**config.mk**
```make
export PLATFORM = sky130hd
export DESIGN_NAME = pfla_rsp_buf
export DESIGN_NICKNAME = d
export VERILOG_FILES = /design/src/rtl/pfla_pkg.sv /design/src/rtl/pfla_rsp_buf.sv
export SDC_FILE = /design/constraint.sdc
export NUM_CORES = 1
export LEC_CHECK = 0
export ABC_AREA = 1
export BUFFER_PORTS_ARGS = -buffer_cell sky130_fd_sc_hd__buf_2
export CORE_AREA = 2 2 39 41
export CTS_BUF_LIST = sky130_fd_sc_hd__clkbuf_8 sky130_fd_sc_hd__clkbuf_16
export CTS_CLUSTER_SIZE = 8
export DETAILED_ROUTE_END_ITERATION = 8
export DIE_AREA = 0 0 41 43
export GPL_TIMING_DRIVEN = 0
export SYNTH_ARGS = -nofsm -noshare
export SYNTH_HDL_FRONTEND = slang
export SYNTH_SLANG_ARGS = --single-unit
export TNS_END_PERCENT = 10
```
**constraint.sdc**
```tcl
create_clock -name clock -period 0.8 [get_ports clock]
set_input_delay 0.08 -clock clock [delete_from_list [all_inputs] [get_ports clock]]
set_output_delay 0.08 -clock clock [all_outputs]
set_load 0.02 [all_outputs]
```
**src/rtl/pfla_pkg.sv**
```systemverilog
// Shared types and constants for the page free-list allocator.
package pfla_pkg;

   localparam int ACTION_W   = 2;
   localparam int PAGE_NUM_W = 11;
   localparam int RESULT_W   = 10;

   localparam logic STATUS_OK  = 1'b0;
   localparam logic STATUS_ERR = 1'b1;

   typedef enum logic [ACTION_W-1:0] {
      ACT_ALLOC    = 2'd0,
      ACT_DISPOSE  = 2'd1,
      ACT_GET_THIS = 2'd2,
      ACT_GET_NEXT = 2'd3
   } action_type;

   typedef enum logic [1:0] {
      ST_IDLE,
      ST_EXEC,
      ST_SCAN
   } state_type;

   typedef struct packed {
      logic                status;
      logic [RESULT_W-1:0] page;
   } rsp_type;

endpackage

```
**src/rtl/pfla_rsp_buf.sv**
```systemverilog
// Result output register between the sequencer and the result channel.
module pfla_rsp_buf (
   input  logic              clock,
   input  logic              reset,
   input  logic              push,
   input  pfla_pkg::rsp_type push_data,
   output logic              slot_free,
   output logic              rsp_valid,
   input  logic              rsp_ready,
   output pfla_pkg::rsp_type rsp_data
);

   logic              rsp_valid_ff, rsp_valid_in;
   pfla_pkg::rsp_type rsp_data_ff, rsp_data_in;

   assign slot_free = !rsp_valid_ff || rsp_ready;

   always_comb begin
      rsp_valid_in = rsp_valid_ff;
      rsp_data_in  = rsp_data_ff;
      if (push) begin
         rsp_valid_in = 1'b1;
         rsp_data_in  = push_data;
      end else if (rsp_ready) begin
         rsp_valid_in = 1'b0;
      end
   end

   always_ff @(posedge clock) begin
      if (reset) begin
         rsp_valid_ff <= 1'b0;
      end else begin
         rsp_valid_ff <= rsp_valid_in;
      end
   end

   always_ff @(posedge clock) begin
      rsp_data_ff <= rsp_data_in;
   end

   assign rsp_valid = rsp_valid_ff;
   assign rsp_data  = rsp_data_ff;

endmodule

```
* Word level (Yosys, flattened, before mapping) *
Index checks and enable logic that the tools add are counted.

storage, ports and cells
  flip-flop bits (word level) = 12
  bits of input ports = 15

operators by class
  multiplexer cells = 2
  reductions and logical operators = 3

operators with widths
  cell                number
  two-way mux 1 bit   2
  nonzero test 2 bit  1
  logical NOT 1 bit   1
  logical OR 1 bit    1

* Depth between registers and ports, before layout *
  depth in word-level cells = 2
  depth in mapped cells = 3
  depth with buffers taken out = 3

* Worst setup path after synthesis *
OpenSTA, ideal clock, no wires.

  kind = flip-flop to flip-flop
  start point = reg rsp_valid (netlist name)
  end point = reg rsp_valid_ff, in the netlist rsp_valid
  data arrival time = 0.706 ns
  required time = 0.734 ns
  slack = 0.028 ns
  stages on the path, launching flop included = 3
  path buffers = 0
  clock period less this slack = 0.772 ns
  cell sequence = dfxtp_1 > nand2_2 > a21oi_2

RTL lines
  what                  line                text
  end signal, assigned  pfla_rsp_buf.sv:33  rsp_valid_ff <= rsp_valid_in;
  end, declared         pfla_rsp_buf.sv:13  logic rsp_valid_ff, rsp_valid_in;

* Final worst setup path *
  start point = reg rsp_data_ff (netlist bit rsp_data[10])
  end point = out rsp_data[10] (netlist name)

RTL lines
  what                    line                text
  start, declared         pfla_rsp_buf.sv:14  pfla_pkg::rsp_type rsp_data_ff, rsp_data_in;
  start signal, assigned  pfla_rsp_buf.sv:38  rsp_data_ff <= rsp_data_in;
  end, declared           pfla_rsp_buf.sv:10  output pfla_pkg::rsp_type rsp_data

No word-level cell between the ends.

==> results.toml <==
[critical_path]
start_kind = "register"
crit_chain = "buf_6"
reg2regPathDepth = 2
path_buf_inv = 1
cp-end-kind = "primary output"
worstReg2RegStart = "rsp_valid"
cp_slowest_cell = "edfxtp_1"
worstPathRequired_ns = 0.72
arrival_ns = 0.77
r2r_setup_slack_ns = 0.24
crit_family = "flip-flops"
slowest_delay_ns = 0.38
rr_endpoint = "rsp_valid"
cp_max_fo = 1
crit_type = "reg -> out"

[timing]
period_minus_slack_ns = 0.846
hold_violations = 0
fin_crit_sh_pct = 106
setup_viol = 12
fin_skew_ns = 0
fmax_mhz = 1180
tightest_slew_ns = 0.258
slew_headroom_pct = 82.8
rsz0062_at_grt = "yes"
drv_slew = 0
worst_slack_ns = -0.0457

[min_path]
hp-class = "in -> reg"
hold_end = "rsp_data[4]"
hp-start = "push_data[4]"
hold_depth = 1

[route]
viasPerCell = 4.08
avgRoutedWirePerCell_um = 10.8
finalWirelength_um = 693
dr_total_vias = 261
dr_wl_met2_um = 289
wl_met3_um = 139
drt-initial-drc-count = 4
wl_met1_um = 264
highest_layer = "met3"
ant_nets = 0
first_pass_iters = 2
drcViolationCount = 0

[final_layout]
fin_area_sq_um = 606
seq_area_sq_um = 352
layoutNonFillerInstCount = 64
multi_input_area_sq_um = 15.0
finalCoreUtilization_pct = 43.8
drive_gt1_share_pct = 68.8
areaGrowthSynthToFinish_pct = 62.4
n_antenna_cell = 0
fillCellCount = 143
nNetsFinal = 64

[clocking]
cts_setup_buffers = 0
clk_pin_slew_worst_paths_ns = 0.05
htreeDepth = 1
cts_sinks = 12
insertion_delay_ns = 0.23
ctsRootBufferMaster = "clkbuf_8"
cts_tree = "yes"
cts_made_buffers = 3
clockBufferDepth = 2

[die]
ios = 28
start_util_pct = 26.9
die_w_um = 41
rows = 14
die_area_sq_um = 1760
die_h_um = 43
core_sq_um = 1380

[synth]
syn-instance-count = 16
syn-num-nets = 31
seq_area_frac_synth_pct = 94.0
ys.warnings.count = 0
synth_area_sq_um = 373
avgSynthCellArea_sq_um = 23.3
synth_seq_cells = 12
ys_types = 5

[job]
cap_violations = 0

[placement]
gp_congestion = 0.593
post-dp-hpwl_um = 525
placed_cell_area_sq_um = 528
dp.cells = 59
port_buffers = 27

[global_routing]
grt_pass1_vias = 257
antenna_found_initial = 0
groute.usage.overall_pct = 8.60
grt_pass1_wl_um = 938
grt_max_degree = 13
overflow = 0

[outcome]
violations = "setup timing"
status = "finished with violations"

[power]
p_leak_nw = 0.271
p_per_area_nw_per_um2 = 2420
vdd_drop_max_mv = 1.15
## repair_timing
action	in CTS	in global routing
endpoints found under the setup margin	13	13
endpoints found under the hold margin	1	0
resized for setup	4	4
pin swaps	1	0
hold buffers	1	0
## synth_stat cells (all sizes together)
library cell | instances | area share, %
dfxtp | 1 | 5.4
a21oi | 1 | 2.3
inv | 2 | 2.0
nand2 | 1 | 1.7
edfxtp | 11 | 89
## worst max-delay path by stage
stage | from | end | slack, ns | cells past startpoint
5_1_grt | rsp_data[10] | rsp_data[10] | -0.08 | 1
2_1_floorplan | rsp_valid | rsp_valid | 0.03 | 2
3_3_place_gp | push | rsp_data[1] | 0.15 | 1
3_5_place_dp | push | rsp_data[3] | 0.14 | 1
6_report | rsp_data[10] | rsp_data[10] | -0.05 | 1
4_1_cts | rsp_data[10] | rsp_data[10] | -0.06 | 1
## layout by cell type, fill, tap and decap left out
| cell | netlist | layout |
|---|---|---|
| edfxtp_1 | 11 | 11 |
| clkinv_1 | 0 | 1 |
| a21oi_2 | 1 | 1 |
| nand2_2 | 1 | 1 |
| dfxtp_2 | 0 | 1 |
| clkbuf_8 | 0 | 3 |
| dlygate4sd3_1 | 0 | 1 |
| buf_4 | 0 | 1 |
| buf_2 | 0 | 23 |
| buf_6 | 0 | 3 |
| inv_1 | 2 | 2 |
## worst reg2reg max path, cell delays in order (launching register included)
cell and delay [ns]:
dfxtp_2 0.33, nand2_2 0.06, a21oi_2 0.10
## kinds of logic (layout without fill, tap and decap cells)
group / after synthesis / after routing / synth area share, %
buf+inv: 2 / 34 / 2.01
flops: 12 / 12 / 94.0
simple gates: 1 / 1 / 1.68
compound gates: 1 / 1 / 2.35
## registers in the layout, summed over array words and instances, names as in the netlist
name       cells
rsp_valid      1
rsp_data      11
## per-stage QoR
stage	setup TNS (ns)	power [W]	hold slack [ns]	setup slack [ns]
final	-0.343	0.00147	0.0162	-0.0457
after global routing	-0.748	0.00154	0.0154	-0.0792
after CTS	-0.453	0.00148	0.0119	-0.0554
after detailed placement	0	0.000927	0.243	0.142
after global placement	0	0.000924	0.240	0.152
after floorplan	0	0.000840	0.142	0.0282
## final cells by class
| class | count | share of cell area, % |
|---|---|---|
| Clock buffer | 3 | 6.82 |
| Clock inverter | 1 | 0.620 |
| Inverter | 2 | 1.24 |
| Multi-Input combinational cell | 2 | 2.48 |
| Sequential cell | 12 | 58.1 |
| Tap cell | 16 | 3.31 |
| Timing Repair Buffer | 28 | 27.5 |
## layer usage
metal	GRT usage (%)	vias to the layer above
li1	-	122
met1	9.25	112
met4	6.00	0
met3	6.28	0
met2	11.3	27
met5	0	-
## where the power goes
| part | leakage, nW | total, W | switching, W | internal [W] |
|---|---|---|---|---|
| logic | 0.132 | 0.000180 | 0.000104 | 0.0000761 |
| clock network | 0.0231 | 0.000535 | 0.000198 | 0.000336 |
| registers | 0.116 | 0.000753 | 0.0000130 | 0.000740 |
Note: power is estimated with default switching activity, not from simulation.
