File: src/rtl/pfla_pkg.sv
// Shared types and constants for the page free-list allocator.
package pfla_pkg;

   localparam int ACTION_W   = 2;
   localparam int PAGE_NUM_W = 11;
   localparam int RESULT_W   = 10;

   localparam logic STATUS_OK  = 1'b0;
   localparam logic STATUS_ERR = 1'b1;

   typedef enum logic [ACTION_W-1:0] {
      ACT_ALLOC    = 2'd0,
      ACT_DISPOSE  = 2'd1,
      ACT_GET_THIS = 2'd2,
      ACT_GET_NEXT = 2'd3
   } action_type;

   typedef enum logic [1:0] {
      ST_IDLE,
      ST_EXEC,
      ST_SCAN
   } state_type;

   typedef struct packed {
      logic                status;
      logic [RESULT_W-1:0] page;
   } rsp_type;

endpackage

File: src/rtl/pfla_ctrl.sv
// Operation sequencer: free-list head, page count and link memory updates.
module pfla_ctrl #(
   parameter int MAX_PAGES = 1024
) (
   input  logic                                 clock,
   input  logic                                 reset,
   input  logic                                 req_valid,
   output logic                                 req_ready,
   input  pfla_pkg::action_type                 req_action,
   input  logic [pfla_pkg::PAGE_NUM_W-1:0]      req_page,
   input  logic                                 csr_valid,
   input  logic                                 csr_data,
   output logic [$clog2(MAX_PAGES)-1:0]         rd_addr,
   input  logic [$clog2(MAX_PAGES+2)-1:0]       rd_data,
   output logic                                 wr_en,
   output logic [$clog2(MAX_PAGES)-1:0]         wr_addr,
   output logic [$clog2(MAX_PAGES+2)-1:0]       wr_data,
   input  logic                                 slot_free,
   output logic                                 push,
   output pfla_pkg::rsp_type                    push_data
);

   localparam int PW  = $clog2(MAX_PAGES);
   localparam int CW  = $clog2(MAX_PAGES + 1);
   localparam int LW  = $clog2(MAX_PAGES + 2);
   localparam int PNW = pfla_pkg::PAGE_NUM_W;
   localparam int RW  = pfla_pkg::RESULT_W;
   localparam int IPW = (CW > PNW) ? CW : PNW;
   localparam logic [LW-1:0] LINK_USED = LW'(MAX_PAGES);
   localparam logic [LW-1:0] LINK_END  = LW'(MAX_PAGES + 1);

   pfla_pkg::state_type  state_ff, state_in;
   pfla_pkg::action_type action_ff, action_in;
   logic                 file_open_ff, file_open_in;
   logic [LW-1:0]        head_ff, head_in;
   logic [CW-1:0]        count_ff, count_in;
   logic [PNW-1:0]       pn_ff, pn_in;
   logic [PW-1:0]        addr_ff, addr_in;
   logic [IPW-1:0]       issue_ff, issue_in;
   logic [PW-1:0]        chk_ff, chk_in;
   logic                 dvalid_ff, dvalid_in;

   logic [IPW-1:0] req_pn_ext;
   logic [IPW-1:0] pn_ext;
   logic [IPW-1:0] count_ext;
   logic           in_range;
   logic           head_valid;
   logic           count_full;
   logic           more;
   logic           used;
   logic           hit;

   assign req_pn_ext = IPW'(req_page[PNW-2:0]);
   assign pn_ext     = IPW'(pn_ff[PNW-2:0]);
   assign count_ext  = IPW'(count_ff);
   assign in_range   = !pn_ff[PNW-1] && (pn_ext < count_ext);
   assign head_valid = head_ff < LINK_USED;
   assign count_full = count_ff >= CW'(MAX_PAGES);
   assign more       = issue_ff < count_ext;
   assign used       = rd_data == LINK_USED;
   assign hit        = dvalid_ff && used;

   always_ff @(posedge clock) begin
      if (reset) begin
         state_ff     <= pfla_pkg::ST_IDLE;
         file_open_ff <= 1'b0;
         head_ff      <= LINK_END;
         count_ff     <= '0;
         dvalid_ff    <= 1'b0;
      end else begin
         state_ff     <= state_in;
         file_open_ff <= file_open_in;
         head_ff      <= head_in;
         count_ff     <= count_in;
         dvalid_ff    <= dvalid_in;
      end
   end

   always_ff @(posedge clock) begin
      action_ff <= action_in;
      pn_ff     <= pn_in;
      addr_ff   <= addr_in;
      issue_ff  <= issue_in;
      chk_ff    <= chk_in;
   end

   always_comb begin
      state_in     = state_ff;
      file_open_in = csr_valid ? csr_data : file_open_ff;
      head_in      = head_ff;
      count_in     = count_ff;
      action_in    = action_ff;
      pn_in        = pn_ff;
      addr_in      = addr_ff;
      issue_in     = issue_ff;
      chk_in       = chk_ff;
      dvalid_in    = dvalid_ff;
      req_ready    = 1'b0;
      rd_addr      = addr_ff;
      wr_en        = 1'b0;
      wr_addr      = addr_ff;
      wr_data      = LINK_USED;
      push         = 1'b0;
      push_data    = '{status: pfla_pkg::STATUS_ERR, page: '0};

      case (state_ff)
         pfla_pkg::ST_IDLE: begin
            req_ready = 1'b1;
            if (req_action == pfla_pkg::ACT_ALLOC) begin
               rd_addr = head_ff[PW-1:0];
            end else begin
               rd_addr = req_pn_ext[PW-1:0];
            end
            if (req_valid) begin
               action_in = req_action;
               pn_in     = req_page;
               addr_in   = rd_addr;
               issue_in  = req_page[PNW-1] ? '0 : req_pn_ext + IPW'(1);
               dvalid_in = 1'b0;
               if (req_action == pfla_pkg::ACT_GET_NEXT && file_open_ff) begin
                  state_in = pfla_pkg::ST_SCAN;
               end else begin
                  state_in = pfla_pkg::ST_EXEC;
               end
            end
         end

         pfla_pkg::ST_EXEC: begin
            if (slot_free) begin
               push     = 1'b1;
               state_in = pfla_pkg::ST_IDLE;
               if (file_open_ff) begin
                  case (action_ff)
                     pfla_pkg::ACT_ALLOC: begin
                        if (head_valid) begin
                           head_in   = rd_data;
                           wr_en     = 1'b1;
                           push_data = '{status: pfla_pkg::STATUS_OK, page: RW'(addr_ff)};
                        end else if (!count_full) begin
                           count_in  = count_ff + CW'(1);
                           wr_en     = 1'b1;
                           wr_addr   = count_ff[PW-1:0];
                           push_data = '{status: pfla_pkg::STATUS_OK,
                                         page: RW'(count_ff[PW-1:0])};
                        end
                     end
                     pfla_pkg::ACT_DISPOSE: begin
                        if (in_range && used) begin
                           wr_en     = 1'b1;
                           wr_data   = head_ff;
                           head_in   = LW'(addr_ff);
                           push_data = '{status: pfla_pkg::STATUS_OK, page: RW'(addr_ff)};
                        end
                     end
                     pfla_pkg::ACT_GET_THIS: begin
                        if (in_range && used) begin
                           push_data = '{status: pfla_pkg::STATUS_OK, page: RW'(addr_ff)};
                        end
                     end
                     default: begin
                     end
                  endcase
               end
            end
         end

         pfla_pkg::ST_SCAN: begin
            rd_addr = issue_ff[PW-1:0];
            if (hit) begin
               rd_addr = chk_ff;
               if (slot_free) begin
                  push      = 1'b1;
                  push_data = '{status: pfla_pkg::STATUS_OK, page: RW'(chk_ff)};
                  dvalid_in = 1'b0;
                  state_in  = pfla_pkg::ST_IDLE;
               end
            end else if (more) begin
               chk_in    = issue_ff[PW-1:0];
               issue_in  = issue_ff + IPW'(1);
               dvalid_in = 1'b1;
            end else if (dvalid_ff) begin
               dvalid_in = 1'b0;
            end else if (slot_free) begin
               push     = 1'b1;
               state_in = pfla_pkg::ST_IDLE;
            end
         end

         default: begin
            state_in = pfla_pkg::ST_IDLE;
         end
      endcase
   end

endmodule

File: config.mk
export PLATFORM = sky130hd
export DESIGN_NAME = pfla_ctrl
export DESIGN_NICKNAME = d
export VERILOG_FILES = /design/src/rtl/pfla_pkg.sv /design/src/rtl/pfla_ctrl.sv
export SDC_FILE = /design/constraint.sdc
export NUM_CORES = 1
export LEC_CHECK = 0
export BUFFER_PORTS_ARGS = -buffer_cell sky130_fd_sc_hd__buf_2
export CAP_MARGIN = 20
export CORE_MARGIN = 2
export CORE_UTILIZATION = 28
export CTS_CLUSTER_DIAMETER = 100
export DETAILED_ROUTE_END_ITERATION = 10
export HOLD_SLACK_MARGIN = 0.12
export SETUP_SLACK_MARGIN = 0.05
export SLEW_MARGIN = 20
export SYNTH_ARGS = -nofsm -noshare
export SYNTH_HDL_FRONTEND = slang
export SYNTH_SLANG_ARGS = --single-unit
File: constraint.sdc
create_clock -name clock -period 2.4 [get_ports clock]
set_input_delay 0.48 -clock clock [delete_from_list [all_inputs] [get_ports clock]]
set_output_delay 0.48 -clock clock [all_outputs]
set_load 0.03 [all_outputs]
# --- Word-level counts from Yosys, hierarchy flattened ---
# Cells that the tools add are included.
# W data, S select, Z words.
classes:
  add_sub_neg: 3
  div_mod_pow: 0
  n_eq_ne: 14
  magnitude_cmp: 4
  mux: 56
  bitwise: 3
  n_reduce_logical: 18
  n_shift: 0
  multipliers: 0
op_table:
  columns: ["op", "n"]
  rows:
  - ["$mux W11", 18]
  - ["$pmux W11 S2", 4]
  - ["$mux W10", 8]
  - ["$add A11 B1 Y11 const B", 2]
  - ["$pmux W10 S2", 1]
  - ["$mux W1", 15]
  - ["$mux W2", 6]
  - ["$reduce_and A6 Y1", 2]
  - ["$add A10 B1 Y11 const B", 1]
  - ["$eq A11 B11 Y1 const B", 1]
  - ["$ge A11 B11 Y1 const B", 1]
  - ["$lt A10 B11 Y1", 1]
  - ["$lt A11 B11 Y1", 1]
  - ["$lt A11 B11 Y1 const B", 1]
  - ["$ne A2 B2 Y1 const B", 5]
  - ["$ne A3 B3 Y1 const B", 3]
  - ["$reduce_and A3 Y1", 3]
  - ["$eq A2 B2 Y1 const B", 3]
  - ["$logic_not A2 Y1", 3]
  - ["$pmux W1 S2", 3]
  - ["$pmux W2 S3", 1]
  - ["$eq A2 B1 Y1 const B", 2]
  - ["$logic_and A1 B1 Y1", 4]
  - ["$reduce_and A4 Y1", 1]
  - ["other kinds (5)", 8]
word_totals:
  n_memories: 0
  inputBits: 30
  ram_bits: 0
  ff_bits: 70
  rom_bits: 0
  latchBits: 0

# --- Longest topological paths before layout ---
depth:
  word_depth: 8
  depth_mapped: 9
  depth_no_buf: 8

# --- Worst setup path after synthesis ---
# No wires, ideal clock.
synth_timing:
  path_type: "input to output"
  startpoint: "input rd_data[5]"
  endpoint: "output push_data[2] (netlist name)"
  required_ps: 1920
  path_buffers: 0
  arrival_ps: 2290
  path_slack_ps: -370
  stages: 6
  path_cell_list: "nor4_4 -> nand4_1 -> nor2_1 -> a22o_1 -> a31oi_1 -> nor3b_1"
synth_rtl:
  columns: ["item", "line", "source"]
  rows:
  - ["from (decl)", "pfla_ctrl.sv:14", "input logic [$clog2(MAX_PAGES+2)-1:0] rd_data,"]
  - ["to (decl)", "pfla_ctrl.sv:20", "output pfla_pkg::rsp_type push_data"]

# --- Worst setup path in the final report ---
layout_timing:
  startpoint: "register pn_ff[1]"
  endpoint: "output wr_data[10]"
layout_between:
  elab_chain_len: 8
layout_lines:
  columns: ["item", "line", "source"]
  rows:
  - ["from (decl)", "pfla_ctrl.sv:37", "logic [PNW-1:0] pn_ff, pn_in;"]
  - ["from (signal assigned)", "pfla_ctrl.sv:81", "pn_ff <= pn_in;"]
  - ["$lt A10 B11 Y1", "pfla_ctrl.sv:56", "assign in_range = !pn_ff[PNW-1] && (pn_ext < count_ext);"]
  - ["$logic_and A1 B1 Y1", "pfla_ctrl.sv:56", null]
  - ["$logic_and A1 B1 Y1", "pfla_ctrl.sv:148", "if (in_range && used) begin"]
  - ["$mux W11", "pfla_ctrl.sv:148", null]
  - ["$mux W11", "pfla_ctrl.sv:133", "case (action_ff)"]
  - ["$mux W11", "pfla_ctrl.sv:132", "if (file_open_ff) begin"]
  - ["$mux W11", "pfla_ctrl.sv:129", "if (slot_free) begin"]
  - ["$mux W11", "pfla_ctrl.sv:106", "case (state_ff)"]
  - ["to (decl)", "pfla_ctrl.sv:17", "output logic [$clog2(MAX_PAGES+2)-1:0] wr_data,"]
# No other way between the ends.

==> reports/metrics.csv <==
stage,metric,value,unit
grt,grt.overflow.total,0,
clock_tree,path_clk_slew,60,ps
cells_and_area,final_cell_count_no_fill,911,
setup_path,reg2reg_setup_slack,50,ps
placement,dp.cells,861,
yosys,ys_types,54,
placement,dp_hpwl,12.8,mm
setup_path,criticalPathCategory,reg -> out,
clock_tree,ctsHoldBuffers,0,
floorplan,start_util,28.4,%
placement,place_area,0.00599,sq mm
floorplan,die_x,133,um
timing,hold_violations,0,
yosys,netlist_instances,511,
timing,setup_viol,34,
floorplan,row_count,47,
cells_and_area,final_area,0.00780,sq mm
timing,timing.final.ws_setup,-476,ps
yosys,ys_seq_elements,70,
status,status,finished with violations,
timing,drv_slew,0,
setup_path,endpoint_kind,primary output,
setup_path,rr_startpoint,count_ext[6],
floorplan,dieHeight,133,um
yosys,syn_avg_cell_area,9.13,sq um
grt,antenna_found_initial,0,
cells_and_area,nets,744,
floorplan,boundaryPins,75,
clock_tree,cts_buffers,9,
min_path,min_path_cells,1,
setup_path,critical_path.startpoint_type,flip-flop,
power,power.total,0.00388,W
status,failed_checks,setup timing,
timing,worst_pin_slew,615,ps
timing,post-route-period-util,120,%
clock_tree,insertion_delay,340,ps
routing,routed_wl,17.9,mm
min_path,hp-class,in -> reg,
clock_tree,cts_root_buffer,clkbuf_16,
routing,wl_per_cell,19.7,um
power,ir_worst_vdd,0.266,mV
yosys,yosysSeqAreaShare,39.5,%
floorplan,die_area,0.0177,sq mm
grt,first_global_vias,4853,
routing,first_pass_iters,5,
placement,post-place-ws,-397,ps
floorplan,core,0.0164,sq mm
routing,num_vias,4759,
setup_path,cp_max_fo,2,
timing,fmax,0.348,GHz
routing,ant_nets,0,
timing,relSlewSlack,59.0,%
yosys,async_flop_share,0,%
yosys,synth_warnings,0,
power,powerDensity,497,mW/mm^2
setup_path,cp_data_required_time,1920,ps
cells_and_area,drive_above_1_share,52.7,%
setup_path,reg2regPathDepth,11,
timing,fin_skew,9.17,ps
cells_and_area,syn2layout_area_growth,67.2,%
timing,period_minus_slack,2880,ps
power,power.leakage,3.15,nW
yosys,syn_nets,569,
yosys,ys.flop_type,edfxtp_1,
setup_path,critPathLaunch,pn_ff[1],
min_path,worstHoldStart,req_action[1],
grt,grtUsageTotal,19.7,%
clock_tree,cts_max_path_buffers,2,
clock_tree,cts_tree,done,
setup_path,r2r-end,issue_ff[7],
routing,post_drt_via_cell_ratio,5.22,
yosys,netlist_area,0.00466,sq mm
yosys,synth-edff-count,44,
setup_path,crit_arrival,2400,ps
timing,rsz0062_at_grt,yes,
grt,grt_pass1_wl,27.0,mm
routing,route.detailed.drc,0,
clock_tree,cts.sinks,70,
timing,holdWs,351,ps
routing,drt_iter0_drc,445,
placement,io_buffers,74,
cells_and_area,antenna_cells,0,
run,drv_cap,0,
placement,place.gp.congestion,0.900,
min_path,whs_endpoint,action_ff[1],
clock_tree,cts_max_level,3,
grt,grt_max_degree,28,
==> through the flow <==
step | util [%] | setup TNS, ps
3_3_place_gp | 36.5 | -9300
3_5_place_dp | 36.5 | -10410
6_report | 47.5 | -12500
4_1_cts | 43.5 | -12450
2_1_floorplan | - | -988
5_1_grt | 47.5 | -14360
==> cell usage after synthesis, types with 3 or more instances <==
| master | n | share of area, % |
|---|---|---|
| nand2_1 | 68 | 5.5 |
| edfxtp_1 | 44 | 28 |
| nor2_1 | 42 | 3.4 |
| inv_1 | 31 | 2.5 |
| o21ai_0 | 30 | 3.2 |
| ha_1 | 28 | 7.5 |
| a21oi_1 | 26 | 2.8 |
| dfxtp_1 | 26 | 11 |
| nand3_1 | 25 | 2.7 |
| mux2_2 | 19 | 4.6 |
| clkbuf_1 | 18 | 1.4 |
| xnor2_1 | 17 | 3.2 |
| and2_1 | 12 | 1.6 |
| mux2i_1 | 12 | 2.6 |
| a221o_1 | 11 | 2.4 |
| and3_1 | 9 | 1.2 |
| xor2_1 | 9 | 1.7 |
| a31oi_1 | 7 | 0.94 |
| nand4_1 | 6 | 0.81 |
| nor3_1 | 6 | 0.64 |
| a21o_1 | 5 | 0.81 |
| nor2b_1 | 5 | 0.67 |
| a22o_1 | 4 | 0.75 |
| a2bb2oi_1 | 4 | 0.75 |
| o2111ai_1 | 4 | 0.75 |
| a211oi_1 | 3 | 0.48 |
| a21boi_0 | 3 | 0.48 |
| and4_1 | 3 | 0.56 |
| nor3b_1 | 3 | 0.48 |
| o21ai_1 | 3 | 0.32 |
==> what timing repair did <==
| item | CTS | global route |
|---|---|---|
| endpoints found under the setup margin | 65 | 74 |
| gates cloned | 4 | 3 |
| gates resized for setup | 179 | 120 |
| pin swaps | 46 | 48 |
| setup buffers | 17 | 20 |
==> worst max-delay path: stages (launching register included) <==
cell,delay [ps]
edfxtp_1,420
ha_4,240
a211oi_2,280
o311a_4,280
o21ai_4,70
buf_6,130
buf_6,110
or3_4,380
buf_6,150
==> cell usage in the layout, fill, tap and decap left out, types with 12 or more instances in the layout <==
| cell | Yosys | routed |
|---|---|---|
| buf_2 | 1 | 25 |
| inv_1 | 31 | 22 |
| xnor2_1 | 17 | 17 |
| buf_4 | 1 | 80 |
| nand2_4 | 0 | 16 |
| dfxtp_1 | 26 | 15 |
| o21ai_0 | 30 | 18 |
| ha_1 | 28 | 12 |
| ha_4 | 0 | 16 |
| edfxtp_1 | 44 | 44 |
| mux2i_1 | 12 | 12 |
| clkbuf_16 | 0 | 12 |
| nor2_1 | 42 | 38 |
| mux2_2 | 19 | 19 |
| buf_6 | 0 | 66 |
| nand2_1 | 68 | 44 |
| nand3_1 | 25 | 21 |
==> flip-flops by register name (all words and copies together), names as in the netlist <==
register	flops
action_ff	2
chk_ff	10
count_ext	11
state_ff	2
dvalid_ff	1
pn_ff	11
head_ff	11
addr_ff	10
file_open_ff	1
issue_ff	11
==> worst max-delay path by stage <==
stage                        end  depth (start not counted)
global route        push_data[7]                          8
finish               wr_data[10]                          8
detailed placement  push_data[7]                          8
global placement    push_data[7]                          8
floorplan           push_data[7]                          6
CTS                        wr_en                          9
==> area by class of cell <==
class / instances / area, sq um
Timing Repair Buffer: 185 / 1760
Clock buffer: 12 / 236
Tap cell: 220 / 275
Fill cell: 1457 / 8610
Multi-Input combinational cell: 389 / 3500
Inverter: 31 / 125
Clock inverter: 4 / 48.8
Sequential cell: 70 / 1860
==> cells by family (layout without fill, tap and decap cells) <==
logic type | after synthesis | after routing | share of synthesized area (%)
compound gates | 111 | 111 | 15.9
xor+xnor | 26 | 26 | 4.88
fa+ha+maj | 28 | 28 | 7.51
buf+inv | 52 | 232 | 4.29
flops | 70 | 70 | 39.5
mux | 31 | 31 | 7.16
simple gates | 193 | 193 | 20.8
==> where the power goes <==
| part | internal (W) | switching, W | total [W] |
|---|---|---|---|
| clock | 0.000804 | 0.000497 | 0.00130 |
| combinational | 0.000519 | 0.000598 | 0.00112 |
| sequential | 0.00138 | 0.0000848 | 0.00146 |
==> per-layer routing <==
layer | vias to the layer above | part of all wire [%] | GRT usage, %
li1 | 2198 | - | -
met1 | 2323 | 43 | 26.5
met2 | 208 | 48 | 32.2
met3 | 30 | 7.1 | 4.10
met4 | 0 | 2.1 | 5.50
met5 | - | 0 | 0
(Power assumes the default switching activity.)
